`src/rtl/nds_pkg.sv`:
```
// ----------------------------------------------------------------------------
// nds_pkg: shared types, constants and code tables
// Digit storage type, divide-by-ten reciprocal and the driver code tables
// used by the decimal-to-serial encoder.
// ----------------------------------------------------------------------------
package nds_pkg;

  localparam int unsigned ValueW   = 20;
  localparam int unsigned DigitW   = 4;
  localparam int unsigned NumDiv   = 5;
  localparam int unsigned IdxW     = $clog2(NumDiv);
  localparam int unsigned WordW    = 24;
  localparam int unsigned CntW     = $clog2(WordW);
  localparam int unsigned Radix    = 10;
  localparam int unsigned DivShift = 23;

  // floor(x / 10) == (x * DivMul) >> DivShift for every x below 2**20
  localparam logic [ValueW-1:0] DivMul = ValueW'(838861);

  localparam logic [CntW-1:0] LastBit = CntW'(WordW - 1);

  typedef logic [DigitW-1:0] digit_t;
  typedef digit_t [NumDiv-1:0] digits_t;

  function automatic logic [3:0] digit_code(input digit_t d);
    logic [3:0] c;
    case (d)
      4'd0:    c = 4'b1000;
      4'd1:    c = 4'b0000;
      4'd2:    c = 4'b0100;
      4'd3:    c = 4'b0110;
      4'd4:    c = 4'b0010;
      4'd5:    c = 4'b0011;
      4'd6:    c = 4'b0111;
      4'd7:    c = 4'b0101;
      4'd8:    c = 4'b0001;
      4'd9:    c = 4'b1100;
      default: c = 4'b0000;
    endcase
    return c;
  endfunction

  function automatic logic [3:0] high_code(input digit_t d);
    logic [3:0] c;
    case (d)
      4'd0:    c = 4'b0001;
      4'd1:    c = 4'b1000;
      4'd2:    c = 4'b0100;
      4'd3:    c = 4'b0010;
      default: c = 4'b0000;
    endcase
    return c;
  endfunction

  function automatic logic [3:0] reorder4(input logic [3:0] c);
    return {c[2], c[0], c[1], c[3]};
  endfunction

  function automatic logic [7:0] move4(input logic [3:0] c);
    return {c[3], 4'b0000, c[2:0]};
  endfunction

  function automatic logic [7:0] place_plain(input logic [3:0] c);
    return {1'b0, c, 3'b000};
  endfunction

endpackage

```
`src/rtl/nds_encode.sv`:
```
// ----------------------------------------------------------------------------
// nds_encode: digit code stage
// Reduces the top quotient to the sixth digit, maps all digits through the
// driver code tables and registers the packed 24-bit word.
// ----------------------------------------------------------------------------
module nds_encode (
  input  logic                       clk_i,
  input  logic                       rst_ni,
  input  logic                       valid_i,
  output logic                       ready_o,
  input  logic [nds_pkg::ValueW-1:0] value_i,
  input  nds_pkg::digits_t           digits_i,
  output logic                       valid_o,
  input  logic                       ready_i,
  output logic [nds_pkg::WordW-1:0]  word_o
);
  import nds_pkg::*;

  digit_t             d5;
  logic [7:0]         byte2, byte1, byte0;
  logic [WordW-1:0]   word_d, word_q;
  logic               valid_d, valid_q;

  always_comb begin
    if (value_i >= ValueW'(Radix)) begin
      d5 = DigitW'(value_i - ValueW'(Radix));
    end else begin
      d5 = value_i[DigitW-1:0];
    end
    byte2  = move4(reorder4(digit_code(digits_i[0]))) | place_plain(digit_code(digits_i[1]));
    byte1  = move4(reorder4(digit_code(digits_i[2]))) | place_plain(digit_code(digits_i[3]));
    byte0  = move4(high_code(d5)) | place_plain(digit_code(digits_i[4]));
    word_d = {byte2, byte1, byte0};
  end

  assign ready_o = !valid_q || ready_i;
  assign valid_d = ready_o ? valid_i : valid_q;

  always_ff @(posedge clk_i or negedge rst_ni) begin
    if (!rst_ni) begin
      valid_q <= 1'b0;
    end else begin
      valid_q <= valid_d;
    end
  end

  always_ff @(posedge clk_i) begin
    if (ready_o && valid_i) begin
      word_q <= word_d;
    end
  end

  assign valid_o = valid_q;
  assign word_o  = word_q;

endmodule

```
`config.mk`:
```
export PLATFORM = sky130hd
export DESIGN_NAME = nds_encode
export DESIGN_NICKNAME = d
export VERILOG_FILES = /design/src/rtl/nds_pkg.sv /design/src/rtl/nds_encode.sv
export SDC_FILE = /design/constraint.sdc
export NUM_CORES = 1
export LEC_CHECK = 0
export ABC_AREA = 1
export BUFFER_PORTS_ARGS = -buffer_cell sky130_fd_sc_hd__buf_2
export CORE_AREA = 2 2 77 50
export CTS_CLUSTER_DIAMETER = 40
export DETAILED_ROUTE_END_ITERATION = 16
export DIE_AREA = 0 0 79 52
export PLACE_DENSITY = 0.74
export SYNTH_ARGS = -nofsm -noshare
export SYNTH_HDL_FRONTEND = slang
export SYNTH_SLANG_ARGS = --single-unit
```
`constraint.sdc`:
```
create_clock -name clk_i -period 1.9 [get_ports clk_i]
set_input_delay 0 -clock clk_i [delete_from_list [all_inputs] [get_ports clk_i]]
set_output_delay 0 -clock clk_i [all_outputs]
set_load 0.05 [all_outputs]
```
======== Word level (Yosys, flattened, before mapping) ========
Memory sizes are Yosys's and may differ from the RTL's.
Index checks and enable logic that the tools add are counted.
word-level totals
  ROM bits ................................ 320
  register bits after elaboration ......... 25
  input port bits ......................... 44
  memories kept ........................... 5
  output and inout port bits .............. 26
  word-level logic and storage cells ...... 21
memory list
  memory            depth  width  read ports  clocked after memory_dff  wr ports  line           RTL
  (name not given)  16     4      1           0                         0         nds_pkg.sv:27  case (d)
  (name not given)  16     4      1           0                         0         nds_pkg.sv:27
  (name not given)  16     4      1           0                         0         nds_pkg.sv:27
  (name not given)  16     4      1           0                         0         nds_pkg.sv:27
  (name not given)  16     4      1           0                         0         nds_pkg.sv:27
operators by class
  muxes and demuxes ....................... 2
  eq/ne operators ......................... 3
  reductions and logical operators ........ 4
  $lt $le $gt $ge ......................... 1
  bitwise logic cells ..................... 3
  add/sub/neg operators ................... 1
operator list
  kind                   count
  $or A8 B7 Y8           3
  $ge A20 B4 Y1 const B  1
  $pmux W4 S4            1
  $eq A4 B2 Y1 const B   2
  $eq A4 B1 Y1 const B   1
  $logic_not A4 Y1       1
  $mux W4                1
  $sub A4 B4 Y4 const B  1
  $logic_and A1 B1 Y1    1
  $logic_not A1 Y1       1
  $logic_or A1 B1 Y1     1

======== Longest topological paths before layout ========
  depth after elaboration ................. 5
  mapped depth ............................ 8
  gate-level depth less buffers ........... 8

======== Least setup slack after synthesis ========
No wires, ideal clock.
  path kind ............................... reg-to-reg
  start ................................... reg valid_q (netlist: valid_o)
  end ..................................... reg word_q[0] (netlist: word_o[0]), enable pin
  data arrival time ....................... 1868 ps
  slack ................................... -381 ps
  setup time .............................. 413 ps
  path buffers ............................ 0
  data required time ...................... 1487 ps
  cell stages (with the launch flop) ...... 2
  period minus slack after synthesis ...... 2281 ps
  path through ............................ dfrtp_1 a21oi_1
between the ends
  longest elaborated chain between the ends .. 3
ends and longest elaborated chain
  what                    line              RTL
  start, declared         nds_encode.sv:22  logic valid_d, valid_q;
  start signal, assigned  nds_encode.sv:43  valid_q <= valid_d;
  $logic_not A1 Y1        nds_encode.sv:36  assign ready_o = !valid_q || ready_i;
  $logic_or A1 B1 Y1      nds_encode.sv:36
  $logic_and A1 B1 Y1     nds_encode.sv:48  if (ready_o && valid_i) begin
  end signal, assigned    nds_encode.sv:49  word_q <= word_d;
  end, declared           nds_encode.sv:21  logic [WordW-1:0] word_d, word_q;
Every way passes these cells.
A chain may end at the register's enable or synchronous reset.

======== Final worst setup path ========
  start ................................... reg valid_q (netlist: valid_o)
  end ..................................... reg word_q[12] (netlist: word_o[12]), enable pin
Same word-level chain as after synthesis.

==> run_summary.xml <==
<?xml version="1.0" encoding="UTF-8"?>
<metrics>
  <group name="synthesis">
    <metric name="synth_top_cell_area_share" unit="">0.5625</metric>
    <metric name="synth_fp_nets" unit="">183</metric>
    <metric name="synth-seq-cells" unit="">25</metric>
    <metric name="synth_cell_types" unit="">17</metric>
    <metric name="syn_avg_cell_area" unit="um^2">9.284</metric>
    <metric name="netlist_top_cells_count" unit="">29 x sky130_fd_sc_hd__nor2_1, 24 x sky130_fd_sc_hd__edfxtp_1, 21 x sky130_fd_sc_hd__nand2_1</metric>
    <metric name="count_of_flip_flops_with_a_built_in_enable_after_synthesis" unit="">24</metric>
    <metric name="synth_seq_area_share" unit="">0.5820</metric>
    <metric name="yosysTopAreaCell" unit="">sky130_fd_sc_hd__edfxtp_1</metric>
    <metric name="synthArstFlopShare" unit="">0.04000</metric>
    <metric name="most_frequent_cell_after_synthesis" unit="">sky130_fd_sc_hd__nor2_1</metric>
    <metric name="ys.flop_type" unit="">sky130_fd_sc_hd__edfxtp_1</metric>
    <metric name="yosys-top-cells-area" unit="">sky130_fd_sc_hd__edfxtp_1 56%, sky130_fd_sc_hd__nor2_1 8.5%, sky130_fd_sc_hd__nand2_1 6.2%</metric>
    <metric name="synth.cell_area" unit="mm^2">0.001281</metric>
    <metric name="post_synth_inst_count" unit="">138</metric>
    <metric name="ys_warn_count" unit="">0</metric>
  </group>
  <group name="final_layout">
    <metric name="post_route_cells_drive_above_1_share" unit="">0.3738</metric>
    <metric name="synthToLayoutAreaGrowth" unit="%">37.50</metric>
    <metric name="finalInstanceArea" unit="mm^2">0.001762</metric>
    <metric name="fin_nets" unit="">260</metric>
    <metric name="filler_cell_count" unit="">342</metric>
    <metric name="insertedDiodeCount" unit="">0</metric>
    <metric name="number_of_cells_in_the_finished_layout_apart_from_fillers" unit="">261</metric>
    <metric name="finalCoreUtilization" unit="">0.5113</metric>
  </group>
  <group name="clocking">
    <metric name="cts_tree" unit="">yes</metric>
    <metric name="clk_root_buffer_cell" unit="">sky130_fd_sc_hd__clkbuf_8</metric>
    <metric name="clock_latency" unit="ns">0.26</metric>
    <metric name="clock_sinks" unit="">25</metric>
    <metric name="cts_buffers" unit="">3</metric>
    <metric name="max_h_tree_level" unit="">1</metric>
    <metric name="clk_path_buf_depth" unit="">2</metric>
    <metric name="cts.repair.resized" unit="">0</metric>
    <metric name="cts.clk_slew.worst_paths" unit="ns">0.08</metric>
  </group>
  <group name="floorplan">
    <metric name="initial_core_util" unit="">0.3718</metric>
    <metric name="design.die.area" unit="mm^2">0.004108</metric>
    <metric name="core_area" unit="mm^2">0.003446</metric>
    <metric name="die_w" unit="um">79</metric>
    <metric name="floorplan.die.height" unit="um">52</metric>
    <metric name="placement_rows" unit="">17</metric>
    <metric name="boundaryPins" unit="">70</metric>
  </group>
  <group name="sta">
    <metric name="maxSlewViolCount" unit="">0</metric>
    <metric name="rsz0062_at_grt" unit="">false</metric>
    <metric name="clock.fmax" unit="MHz">841.4</metric>
    <metric name="finalCriticalPeriod" unit="ns">1.188</metric>
    <metric name="timing.final.hold_violations" unit="">0</metric>
    <metric name="finalSetupTns" unit="ns">0</metric>
    <metric name="setup_viol" unit="">0</metric>
    <metric name="post-route-period-util" unit="">0.6255</metric>
    <metric name="fin_hold_ws" unit="ns">0.008878</metric>
    <metric name="worst_slew_margin_rel" unit="">0.8022</metric>
    <metric name="fin_skew" unit="ns">0.003792</metric>
    <metric name="setup_ws" unit="ns">0.7115</metric>
    <metric name="transition_at_the_pin_with_the_smallest_max_transition_slack" unit="ns">0.2966</metric>
  </group>
  <group name="power_and_ir_drop">
    <metric name="worst_ir_drop_vdd" unit="mV">0.3432</metric>
    <metric name="pwr_density_cell" unit="mW/mm^2">714.7</metric>
    <metric name="p_total" unit="mW">1.259</metric>
    <metric name="power.static_leakage" unit="nW">0.8185</metric>
  </group>
  <group name="setup_path">
    <metric name="critPathCaptureType" unit="">flip-flop</metric>
    <metric name="timing.rr.start" unit="">valid_o$_DFFE_PN0N_</metric>
    <metric name="timing.critical_path.from" unit="">valid_o$_DFFE_PN0N_</metric>
    <metric name="cp_data_arrival_time" unit="ns">1.13</metric>
    <metric name="critical_path_required" unit="ns">1.84</metric>
    <metric name="critical_path.startpoint_type" unit="">flip-flop</metric>
    <metric name="crit_path_max_fanout" unit="">24</metric>
    <metric name="worst-setup-path-type" unit="">flip-flop to flip-flop</metric>
  </group>
  <group name="routing">
    <metric name="met3RoutedLength" unit="um">274</metric>
    <metric name="drcViolationCount" unit="">0</metric>
    <metric name="detailedRoute.firstIterationViolations" unit="">14</metric>
    <metric name="avgViaCountPerCell" unit="">4.559</metric>
    <metric name="route.layer.met1.wl" unit="mm">1.085</metric>
    <metric name="via_count" unit="">1190</metric>
    <metric name="met2_wirelength" unit="mm">1.170</metric>
    <metric name="drtAntennaViolNets" unit="">0</metric>
    <metric name="highest-signal-layer" unit="">met4</metric>
    <metric name="drt_first_pass_iters" unit="">4</metric>
    <metric name="finalWirelength" unit="mm">2.534</metric>
    <metric name="wire_per_inst" unit="um">9.709</metric>
  </group>
  <group name="flow_run">
    <metric name="max-cap-violations" unit="">0</metric>
  </group>
  <group name="placement">
    <metric name="dp_slack" unit="ns">0.7182</metric>
    <metric name="globalplace.congestion" unit="">0.7536</metric>
    <metric name="dp.final_hpwl" unit="mm">2.062</metric>
    <metric name="placed_area" unit="mm^2">0.001697</metric>
    <metric name="port_buffers" unit="">69</metric>
    <metric name="place.detailed.instances" unit="">255</metric>
  </group>
  <group name="global_route">
    <metric name="grt_first_pass_wirelength" unit="mm">4.195</metric>
    <metric name="first_global_vias" unit="">1080</metric>
    <metric name="grt_start_max_net_pins" unit="">25</metric>
    <metric name="grtUsageTotal" unit="">0.1304</metric>
    <metric name="gr-total-overflow" unit="">0</metric>
    <metric name="number_of_antenna_violations_at_the_first_check_in_global_routing" unit="">0</metric>
  </group>
  <group name="worst_hold_path">
    <metric name="worst_hold_startpoint" unit="">ready_i</metric>
    <metric name="worst_hold_path_type" unit="">input port to flip-flop</metric>
  </group>
  <group name="status">
    <metric name="status" unit="">completed</metric>
  </group>
</metrics>
registers in the layout, summed over array words and instances, names as in the netlist:
name / count
word_o: 24
valid_o: 1
worst max-delay path: stages (launching register included):
cell and delay, ns:
sky130_fd_sc_hd__dfrtp_1 0.42, sky130_fd_sc_hd__a21oi_2 0.14, sky130_fd_sc_hd__buf_4 0.30
routing by layer:
layer  GRT usage  up-vias
met2      0.2345       42
li1            -      635
met1      0.1490      511
met3     0.05729        2
met4     0.01724        0
met5           0        -
cell usage in the layout, fill, tap and decap left out:
master and n:
sky130_fd_sc_hd__o21ai_0 12, sky130_fd_sc_hd__edfxtp_1 24, sky130_fd_sc_hd__nor2_4 2, sky130_fd_sc_hd__nand3_1 4, sky130_fd_sc_hd__a21oi_2 1, sky130_fd_sc_hd__nand3_2 1
sky130_fd_sc_hd__buf_2 69, sky130_fd_sc_hd__a21oi_1 9, sky130_fd_sc_hd__nor2_1 29, sky130_fd_sc_hd__clkbuf_1 1, sky130_fd_sc_hd__o21ai_2 1, sky130_fd_sc_hd__nand4_1 8
sky130_fd_sc_hd__o22ai_1 1, sky130_fd_sc_hd__buf_4 1, sky130_fd_sc_hd__dlygate4sd3_1 2, sky130_fd_sc_hd__nor3_1 4, sky130_fd_sc_hd__clkbuf_8 3, sky130_fd_sc_hd__nand2_2 1
sky130_fd_sc_hd__dfrtp_1 1, sky130_fd_sc_hd__nand3_4 1, sky130_fd_sc_hd__nand2_1 21, sky130_fd_sc_hd__ha_1 1, sky130_fd_sc_hd__inv_1 17
what timing repair did:
| action | 4_1_cts | 5_1_grt |
|---|---|---|
| setup buffers | 0 | 0 |
| endpoints found under the hold margin | 2 | 0 |
| hold buffers | 2 | 0 |
power by group:
group | leakage [nW] | total, mW | internal (mW) | switching, mW
Combinational | 0.549 | 0.306 | 0.0882 | 0.218
Sequential | 0.247 | 0.653 | 0.645 | 0.00828
Clock | 0.0228 | 0.300 | 0.149 | 0.151
Total | 0.819 | 1.26 | 0.882 | 0.377
final timing paths:
kind / slack, ns / endpoint / depth (start not counted)
worst max-delay path: 0.71 / word_o[12]$_DFFE_PP_ / 2
worst min-delay path: 0.009 / valid_o$_DFFE_PN0N_ / 4
worst max register to register: 0.71 / word_o[12]$_DFFE_PP_ / 2
worst min register to register: 0.56 / valid_o$_DFFE_PN0N_ / 2
max in group asynchronous: 1.78 / valid_o$_DFFE_PN0N_ / 2
min in group asynchronous: 0.04 / valid_o$_DFFE_PN0N_ / 2
cell families after synthesis:
group,share of synthesized area
DFF,0.5820
and+or+nand+nor,0.2607
AOI/OAI and AO/OA,0.09766
adders and majority gates,0.009764
buffers and inverters,0.04980
area by class of cell:
class	instances	area (um^2)	area share
sequential	25	745.7	0.4233
multi-input combinational	96	475.5	0.2699
timing repair buffer	72	372.9	0.2116
inverter	17	63.81	0.03622
tap	47	58.81	0.03338
clock buffer	4	45.04	0.02557
Note: power is estimated with default switching activity, not from simulation.
