**config.mk**
```make
export PLATFORM = sky130hd
export DESIGN_NAME = nds_serializer
export DESIGN_NICKNAME = d
export VERILOG_FILES = /design/src/rtl/nds_pkg.sv /design/src/rtl/nds_serializer.sv
export SDC_FILE = /design/constraint.sdc
export NUM_CORES = 1
export LEC_CHECK = 0
export BUFFER_PORTS_ARGS = -buffer_cell sky130_fd_sc_hd__buf_2
export CORE_MARGIN = 3
export CORE_UTILIZATION = 40
export CTS_CLUSTER_DIAMETER = 30
export DETAILED_ROUTE_END_ITERATION = 16
export GPL_ROUTABILITY_DRIVEN = 0
export SETUP_SLACK_MARGIN = 0.3
export SLEW_MARGIN = 20
export SYNTH_ARGS = -nofsm -noshare
export SYNTH_HDL_FRONTEND = slang
export SYNTH_SLANG_ARGS = --single-unit
```
**constraint.sdc**
```tcl
create_clock -name clk_i -period 5.6 [get_ports clk_i]
set_input_delay 0.56 -clock clk_i [delete_from_list [all_inputs] [get_ports clk_i]]
set_output_delay 0.56 -clock clk_i [all_outputs]
set_load 0.005 [all_outputs]
```
**src/rtl/nds_pkg.sv**
```systemverilog
// ----------------------------------------------------------------------------
// nds_pkg: shared types, constants and code tables
// Digit storage type, divide-by-ten reciprocal and the driver code tables
// used by the decimal-to-serial encoder.
// ----------------------------------------------------------------------------
package nds_pkg;

  localparam int unsigned ValueW   = 20;
  localparam int unsigned DigitW   = 4;
  localparam int unsigned NumDiv   = 5;
  localparam int unsigned IdxW     = $clog2(NumDiv);
  localparam int unsigned WordW    = 24;
  localparam int unsigned CntW     = $clog2(WordW);
  localparam int unsigned Radix    = 10;
  localparam int unsigned DivShift = 23;

  // floor(x / 10) == (x * DivMul) >> DivShift for every x below 2**20
  localparam logic [ValueW-1:0] DivMul = ValueW'(838861);

  localparam logic [CntW-1:0] LastBit = CntW'(WordW - 1);

  typedef logic [DigitW-1:0] digit_t;
  typedef digit_t [NumDiv-1:0] digits_t;

  function automatic logic [3:0] digit_code(input digit_t d);
    logic [3:0] c;
    case (d)
      4'd0:    c = 4'b1000;
      4'd1:    c = 4'b0000;
      4'd2:    c = 4'b0100;
      4'd3:    c = 4'b0110;
      4'd4:    c = 4'b0010;
      4'd5:    c = 4'b0011;
      4'd6:    c = 4'b0111;
      4'd7:    c = 4'b0101;
      4'd8:    c = 4'b0001;
      4'd9:    c = 4'b1100;
      default: c = 4'b0000;
    endcase
    return c;
  endfunction

  function automatic logic [3:0] high_code(input digit_t d);
    logic [3:0] c;
    case (d)
      4'd0:    c = 4'b0001;
      4'd1:    c = 4'b1000;
      4'd2:    c = 4'b0100;
      4'd3:    c = 4'b0010;
      default: c = 4'b0000;
    endcase
    return c;
  endfunction

  function automatic logic [3:0] reorder4(input logic [3:0] c);
    return {c[2], c[0], c[1], c[3]};
  endfunction

  function automatic logic [7:0] move4(input logic [3:0] c);
    return {c[3], 4'b0000, c[2:0]};
  endfunction

  function automatic logic [7:0] place_plain(input logic [3:0] c);
    return {1'b0, c, 3'b000};
  endfunction

endpackage

```
**src/rtl/nds_serializer.sv**
```systemverilog
// ----------------------------------------------------------------------------
// nds_serializer: 24-bit shift-out stage
// Loads a packed word and emits it LSB first, one beat per cycle, flagging
// the last beat with the store strobe. Reloads on the last beat.
// ----------------------------------------------------------------------------
module nds_serializer (
  input  logic                      clk_i,
  input  logic                      rst_ni,
  input  logic                      valid_i,
  output logic                      ready_o,
  input  logic [nds_pkg::WordW-1:0] word_i,
  output logic                      out_valid_o,
  output logic                      serial_bit_o,
  output logic                      store_strobe_o
);
  import nds_pkg::*;

  logic             active_d, active_q;
  logic [CntW-1:0]  cnt_d, cnt_q;
  logic [WordW-1:0] shift_d, shift_q;
  logic             last;

  assign last    = active_q && (cnt_q == LastBit);
  assign ready_o = !active_q || last;

  always_comb begin
    active_d = active_q;
    cnt_d    = cnt_q;
    shift_d  = shift_q;
    if (ready_o && valid_i) begin
      active_d = 1'b1;
      cnt_d    = '0;
      shift_d  = word_i;
    end else if (active_q) begin
      active_d = !last;
      cnt_d    = cnt_q + CntW'(1);
      shift_d  = shift_q >> 1;
    end
  end

  always_ff @(posedge clk_i or negedge rst_ni) begin
    if (!rst_ni) begin
      active_q <= 1'b0;
      cnt_q    <= '0;
    end else begin
      active_q <= active_d;
      cnt_q    <= cnt_d;
    end
  end

  always_ff @(posedge clk_i) begin
    shift_q <= shift_d;
  end

  assign out_valid_o    = active_q;
  assign serial_bit_o   = shift_q[0];
  assign store_strobe_o = last;

endmodule

```
# Yosys cells after proc, flatten, opt, wreduce, memory -nomap -nowiden
# Index checks and enable logic that the tools add are counted.
# op_classes
n_eq_ne	1
mux	6
add_sub_neg	1
n_reduce_logical	6
# op_table
op	n
$mux W24	2
$mux W5	2
$add A5 B1 Y5 const B	1
$eq A5 B5 Y1 const B	1
$logic_and A1 B1 Y1	2
$logic_not A1 Y1	2
$mux W1	2
$reduce_bool A2 Y1	1
$logic_or A1 B1 Y1	1
# word_totals
out_inout_bits	4
ff_bits	30

# Logic depth before layout (Yosys ltp)
# Gate-level depths: netlist of run 1.
# logic_depth
ltp_word	5
ltp_mapped	5
ltp_nobuf	4

# Worst setup path after synthesis of run 1
# No wires, ideal clock.
# synth_path
kind	register to register
from	register cnt_q[0]
to	register shift_q[10] (data pin)
period_less_slack_ns	1.817
arrival_ns	1.557
stages_incl_launch_ff	6
t_required_ns	5.340
setup_slack_ns	3.783
setup_ns	0.260
path_cell_list	dfrtp_1 > ha_1 > nand4b_2 > a21oi_4 > buf_6 > mux2_2
# synth_between
elab_chain_len	5
# synth_rtl
element	line_no	source
start: declaration	nds_serializer.sv:19	logic [CntW-1:0] cnt_d, cnt_q;
start signal: assignment	nds_serializer.sv:47	cnt_q <= cnt_d;
$eq A5 B5 Y1	nds_serializer.sv:23	assign last = active_q && (cnt_q == LastBit);
$logic_and A1 B1 Y1	nds_serializer.sv:23	
$logic_or A1 B1 Y1	nds_serializer.sv:24	assign ready_o = !active_q || last;
$logic_and A1 B1 Y1	nds_serializer.sv:30	if (ready_o && valid_i) begin
$mux W24	nds_serializer.sv:30	
net shift_d[10]	nds_serializer.sv:20	logic [WordW-1:0] shift_d, shift_q;
end signal: assignment	nds_serializer.sv:52	shift_q <= shift_d;
end: declaration	nds_serializer.sv:20	
# The timed path passes the listed nets, and every way through them passes these cells.
# A chain may end at the register's enable or synchronous reset.

# Final worst setup path of run 1
# layout_path
from	register cnt_q[0]
to	register shift_q[3] (data pin)
# Same word-level chain as after synthesis.

==> results of run 1 <==
## metrics by stage
step	cells	cell area [um^2]	utilization, %	setup WS, ns	hold WS, ns
finish	166	1590	50.3	3.41	0.0441
floorplan	88	1360	-	3.78	0.264
global placement	158	1530	48.7	3.43	0.388
CTS	166	1590	50.3	3.33	0.0229
global route	166	1590	50.3	3.23	0.0165
detailed placement	158	1530	48.7	3.36	0.394
## cell type report
class	count	area, um^2	share of cell area (%)
Inverter	3	11.3	0.710
Clock buffer	6	41.3	2.60
Sequential cell	30	871	54.9
Tap cell	44	55.1	3.47
Timing Repair Buffer	30	150	9.47
Clock inverter	2	10.0	0.631
Multi-Input combinational cell	51	447	28.2
## final timing paths
check | slack [ns] | cells after the start | end | from
worst max register to register | 3.41 | 4 | shift_q[3] | cnt_q[0]
min in group clk_i | 0.47 | 2 | cnt_q[1] | valid_i
worst min-delay path | 0.04 | 1 | cnt_q[0] | rst_ni
max in group asynchronous | 5.40 | 1 | cnt_q[2] | rst_ni
worst min register to register | 0.55 | 1 | shift_q[13] | shift_q[14]
worst max-delay path | 3.41 | 4 | shift_q[3] | cnt_q[0]
## per-layer routing
metal  share of wire [%]  GRT usage (%)
met1                  43           11.5
met2                  48           18.6
met3                 7.0           4.75
met4                 2.0           9.50
met5                   0              0
## power by group through the flow
stage	registers [W]	clock network [W]	logic, W
floorplan	0.000395	0	0.000176
global placement	0.000414	0	0.000192
detailed placement	0.000417	0	0.000197
CTS	0.000412	0.000129	0.000199
global route	0.000422	0.000138	0.000216
finish	0.000411	0.000121	0.000193
## state kept, by name, indices dropped and copies added, names as in the netlist
signal       flops
cnt_q            5
out_valid_o      1
shift_q         24
## critical path, cell delays in order (launching register included)
cell and delay, ns:
dfrtp_1 0.43, ha_1 0.28, nand4b_2 0.19, a21oi_4 0.62, mux2_2 0.41
## layout by cell type (no fill, tap or decap), drive strengths merged
master	instances
edfxtp	24
inv	3
o22ai	3
and4b	1
dfrtp	6
buf	30
o31ai	1
ha	1
xnor2	1
nor2	1
o21ai	1
nand2	7
xor2	1
mux2	23
a31oi	1
nor3	1
nand4b	1
and2	1
clkbuf	6
nand3	2
nand4	1
clkinv	2
a21oi	3
mux2i	1
## logic make-up after synthesis
family,after synthesis,synth area share [%]
muxes,24,19.7
adders and majority gates,1,0.917
DFF,30,63.9
buffers and inverters,7,3.39
xor gates and xnor gates,2,1.28
AOI/OAI and AO/OA,9,4.68
and+or+nand+nor,15,6.15
==> flow_summary.ini, run 1 <==
[floorplan]
die_w_um = 64.4
row_count = 20
dieHeight_um = 64.4
pin_count = 31
start_util_pct = 43.3
coreArea_um2 = 3150
die_area_um2 = 4150

[timing]
slew_violations = 0
layout_min_cycle_time_ns = 2.19
fin_crit_sh_pct = 39.1
tns_ns = 0
worstMarginPinSlew_ns = 0.984
setup_viol = 0
max_freq_ghz = 0.457
slew_headroom_pct = 34.3
hold_violations = 0
rsz0062_at_grt = false
fin_skew_ns = 0.0105

[grt]
grt_pass1_vias = 808
track_usage_pct = 11.5
grt-ovfl-total = 0
grt_max_degree = 26
grt_pass1_wl_um = 3440
antenna_found_initial = 0

[yosys]
ys_types = 25
syn_nets = 116
yosys.area.top_type = edfxtp_1
synth_commonest_cells = edfxtp_1 (24), mux2_2 (23), nand2_1 (7)
syn_inst = 88
ys_ff_latch = 30
synth_edf_count = 24
synth-warning-count = 0
syn_avg_cell_area_um2 = 15.5
synth_seq_area_share_pct = 63.9
synth_area_leaders = edfxtp_1 (53%), mux2_2 (19%), dfrtp_1 (11%)
synth.most_common_cell = edfxtp_1
yosysTopAreaCellShare_pct = 52.8
async_flop_share_pct = 20.0
syn_area_um2 = 1360
synth_flop_cell = edfxtp_1

[final_layout]
diodes = 0
num-nets-final = 149
num-fill-cells = 300
drive_gt1_share_pct = 51.6
synthToLayoutAreaGrowth_pct = 16.2

[detailed_routing]
detail-route-antenna-nets = 0
vias = 793
drt_iter0_markers = 9
drcViolationCount = 0
avgViaCountPerCell = 4.78
drt_first_pass_iters = 3
wire_per_inst_um = 12.6
postRouteWirelength_um = 2090

[clock_network]
cts.sinks = 30
cts_root_buf = clkbuf_4
cts_hold_buffers = 0
cts_max_path_buffers = 2
cts.htree.levels = 2
post_cts_resized = 0
clock_latency_ns = 0.33
cts_tree = yes
post_cts_buffers = 0
cts_made_buffers = 5
clkSlewWorstSetupHoldPaths_ns = 0.09

[worst_hold_path]
hold_class = in2async

[run]
maxCapViolations = 0

[power_and_ir_drop]
p_int_w = 0.000527
p_sw_share_pct = 27.3
total_power_w = 0.000725
ir_drop_uv = 219
p_leak_nw = 0.694
power.switching_w = 0.000198
p_seq_share_pct = 56.6
pwr-share-clk_pct = 16.7
pwr-share-comb_pct = 26.7
powerDensity_nw_per_um2 = 458

[critical_path]
critPathKind = reg2reg
crit_arrival_ns = 2.27
required_ns = 5.68
startpoint_type = flip-flop
endpoint_kind = flip-flop
critPathMaxFanout = 24

[status]
status = finished clean

[place]
dp_hpwl_um = 1450
io_buffers = 30
No activity file was read; power rests on OpenSTA's default activity.
==> run 2: changes to the inputs <==
--- a/config.mk
+++ b/config.mk
@@ -5,6 +5,7 @@
 export SDC_FILE = /design/constraint.sdc
 export NUM_CORES = 1
 export LEC_CHECK = 0
+export ABC_AREA = 1
 export BUFFER_PORTS_ARGS = -buffer_cell sky130_fd_sc_hd__buf_2
 export CORE_MARGIN = 3
 export CORE_UTILIZATION = 40
==> constraint.sdc (replaced) <==
create_clock -name clk_i -period 2.2 [get_ports clk_i]
set_input_delay 0.22 -clock clk_i [delete_from_list [all_inputs] [get_ports clk_i]]
set_output_delay 0.22 -clock clk_i [all_outputs]
set_load 0.005 [all_outputs]
==> flow_summary.ini, run 2 <==
[clock_network]
cts_max_path_buffers = 2
cts.htree.levels = 2
clkSlewWorstSetupHoldPaths_ns = 0.06
cts.sinks = 30
cts_made_buffers = 5
cts_root_buf = clkbuf_8
cts_tree = yes
clock_latency_ns = 0.28
post_cts_resized = 0

[critical_path]
endpoint_kind = primary output
slowest_stage = dfrtp_1
required_ns = 1.98
cp.buffers_inverters = 2
crit_path_cell_trace = ha_1 > nand2_1 > inv_2 > nand2_4 > nand2_8 > buf_2
startpoint_type = flip-flop
critPathTopFamily = flip-flops
max_stage_delay_ns = 0.41
critPathMaxFanout = 26
crit_arrival_ns = 1.49
critPathKind = reg2out

[yosys]
synth_seq_area_share_pct = 58.9
async_flop_share_pct = 20.0
syn_area_um2 = 1480
ys_ff_latch = 30
synth_area_leaders = edfxtp_1 (49%), nand2_1 (14%), dfrtp_1 (10%)
synth_commonest_cells = nand2_1 (55), nand3_1 (25), edfxtp_1 (24)
synth.most_common_cell = nand2_1
ys_types = 19
synth_edf_count = 24
yosys.area.top_type = edfxtp_1
synth_flop_cell = edfxtp_1
syn_inst = 151
yosysTopAreaCellShare_pct = 48.7
synth-warning-count = 0
syn_nets = 179
syn_avg_cell_area_um2 = 9.79

[floorplan]
dieHeight_um = 66.8
die_w_um = 66.8
die_area_um2 = 4460
row_count = 21
start_util_pct = 43.0
coreArea_um2 = 3440
pin_count = 31

[detailed_routing]
avgViaCountPerCell = 4.69
drt_first_pass_iters = 4
drcViolationCount = 0
wire_per_inst_um = 11.9
detail-route-antenna-nets = 0
drt_iter0_markers = 46
vias = 1074
postRouteWirelength_um = 2730

[place]
io_buffers = 30
dp_slack_ns = 0.600
dpl_cell_area_um2 = 1630
dp_hpwl_um = 1870

[grt]
gr-usage-met2_pct = 24.1
grt_pass1_vias = 1065
busiest_layer = met2
gr-usage-met1_pct = 16.6
grt_max_degree = 29
grt-ovfl-total = 0
antenna_found_initial = 0
track_usage_pct = 14.4
grt_pass1_wl_um = 4690
use_met3_pct = 3.88

[worst_hold_path]
hold_class = in2reg

[final_layout]
design_area_um2 = 1720
regMostFlops = shift_q
synthToLayoutAreaGrowth_pct = 16.1
diodes = 0
num-nets-final = 211
largest_reg_flops = 24
layout_commonest_cell = nand2_1
final_cell_mix = nand2_1 (55), buf_2 (30), nand3_1 (25)
drive_gt1_share_pct = 29.0

[power_and_ir_drop]
total_power_w = 0.00190
p_leak_nw = 0.874
powerDensity_nw_per_um2 = 1110
ir_drop_uv = 430

[timing]
slew_headroom_pct = 58.1
rsz0062_at_grt = false
layout_min_cycle_time_ns = 1.71
max_freq_ghz = 0.586
setup_viol = 0
worstMarginPinSlew_ns = 0.626
slew_violations = 0
setup_slack_ns = 0.495
fin_crit_sh_pct = 77.5
hold_violations = 0
fin_skew_ns = 0.00405
tns_ns = 0
finalHoldWorstSlack_ns = 0.241

[status]
status = finished clean

[run]
maxCapViolations = 0
-- run 2: cell count changes after synthesis, sizes merged, moves of 5 or more --
cell,previous run,this run
nand2,7,67
nand3,2,25
inv,3,8
mux2,23,0
nor2,1,10
-- run 2: through the flow --
stage	util [%]	cells
after floorplan	-	151
after global placement	47.3	221
after detailed placement	47.3	221
after CTS	49.9	229
after global routing	49.9	229
final	49.9	229
-- run 2: report_power, final --
group	total (W)	switching, W	internal, W
Sequential	0.000998	0.000100	0.000898
Clock	0.000405	0.000194	0.000211
Combinational	0.000502	0.000300	0.000202
Total	0.00190	0.000593	0.00131
-- run 2: cell type report --
| type | instances | area (um^2) |
|---|---|---|
| Clock buffer | 5 | 68.8 |
| Clock inverter | 2 | 10.0 |
| Fill cell | 343 | 1730 |
| Inverter | 8 | 30.0 |
| Multi-Input combinational cell | 106 | 512 |
| Sequential cell | 30 | 871 |
| Tap cell | 46 | 57.6 |
| Timing Repair Buffer | 32 | 168 |
-- run 2: path summary, 6_finish.rpt --
| check | from | end | slack [ns] | depth (start not counted) |
|---|---|---|---|---|
| worst min register to register | shift_q[8] | shift_q[7] | 0.51 | 2 |
| worst max-delay path | cnt_q[0] | ready_o | 0.49 | 6 |
| worst min-delay path | word_i[23] | shift_q[23] | 0.24 | 3 |
| min in group asynchronous | rst_ni | out_valid_o | 0.29 | 2 |
| worst max register to register | cnt_q[0] | shift_q[13] | 0.61 | 8 |
| max in group asynchronous | rst_ni | cnt_q[2] | 1.77 | 2 |
-- run 2: worst register-to-register path, stage by stage (launching register included) --
cell and delay, ns:
dfrtp_1 0.40, ha_1 0.21, nand2_1 0.09, inv_2 0.07, nand2_4 0.07, nand2_8 0.17, nand2_8 0.18, nand2_1 0.10
nand2_1 0.06
-- run 2: timing repair --
item,4_1_cts,5_1_grt
buffers inserted,0,0
endpoints found under the setup margin,0,0
hold buffers,1,0
endpoints found under the hold margin,6,0
-- run 2: cells by family after synthesis --
group                    share of synthesized area, %
AO/OA/AOI/OAI                                   0.676
adder cells (fa/ha/maj)                         0.846
buffers and inverters                            6.51
AND/OR/NAND/NOR                                  33.1
flip-flops                                       58.9
-- run 2: layer usage --
metal / share of wire, % / wire length [um]
met1: 42 / 1150
met5: 0 / 0
met2: 50 / 1360
met4: 2.3 / 63
met3: 5.9 / 161
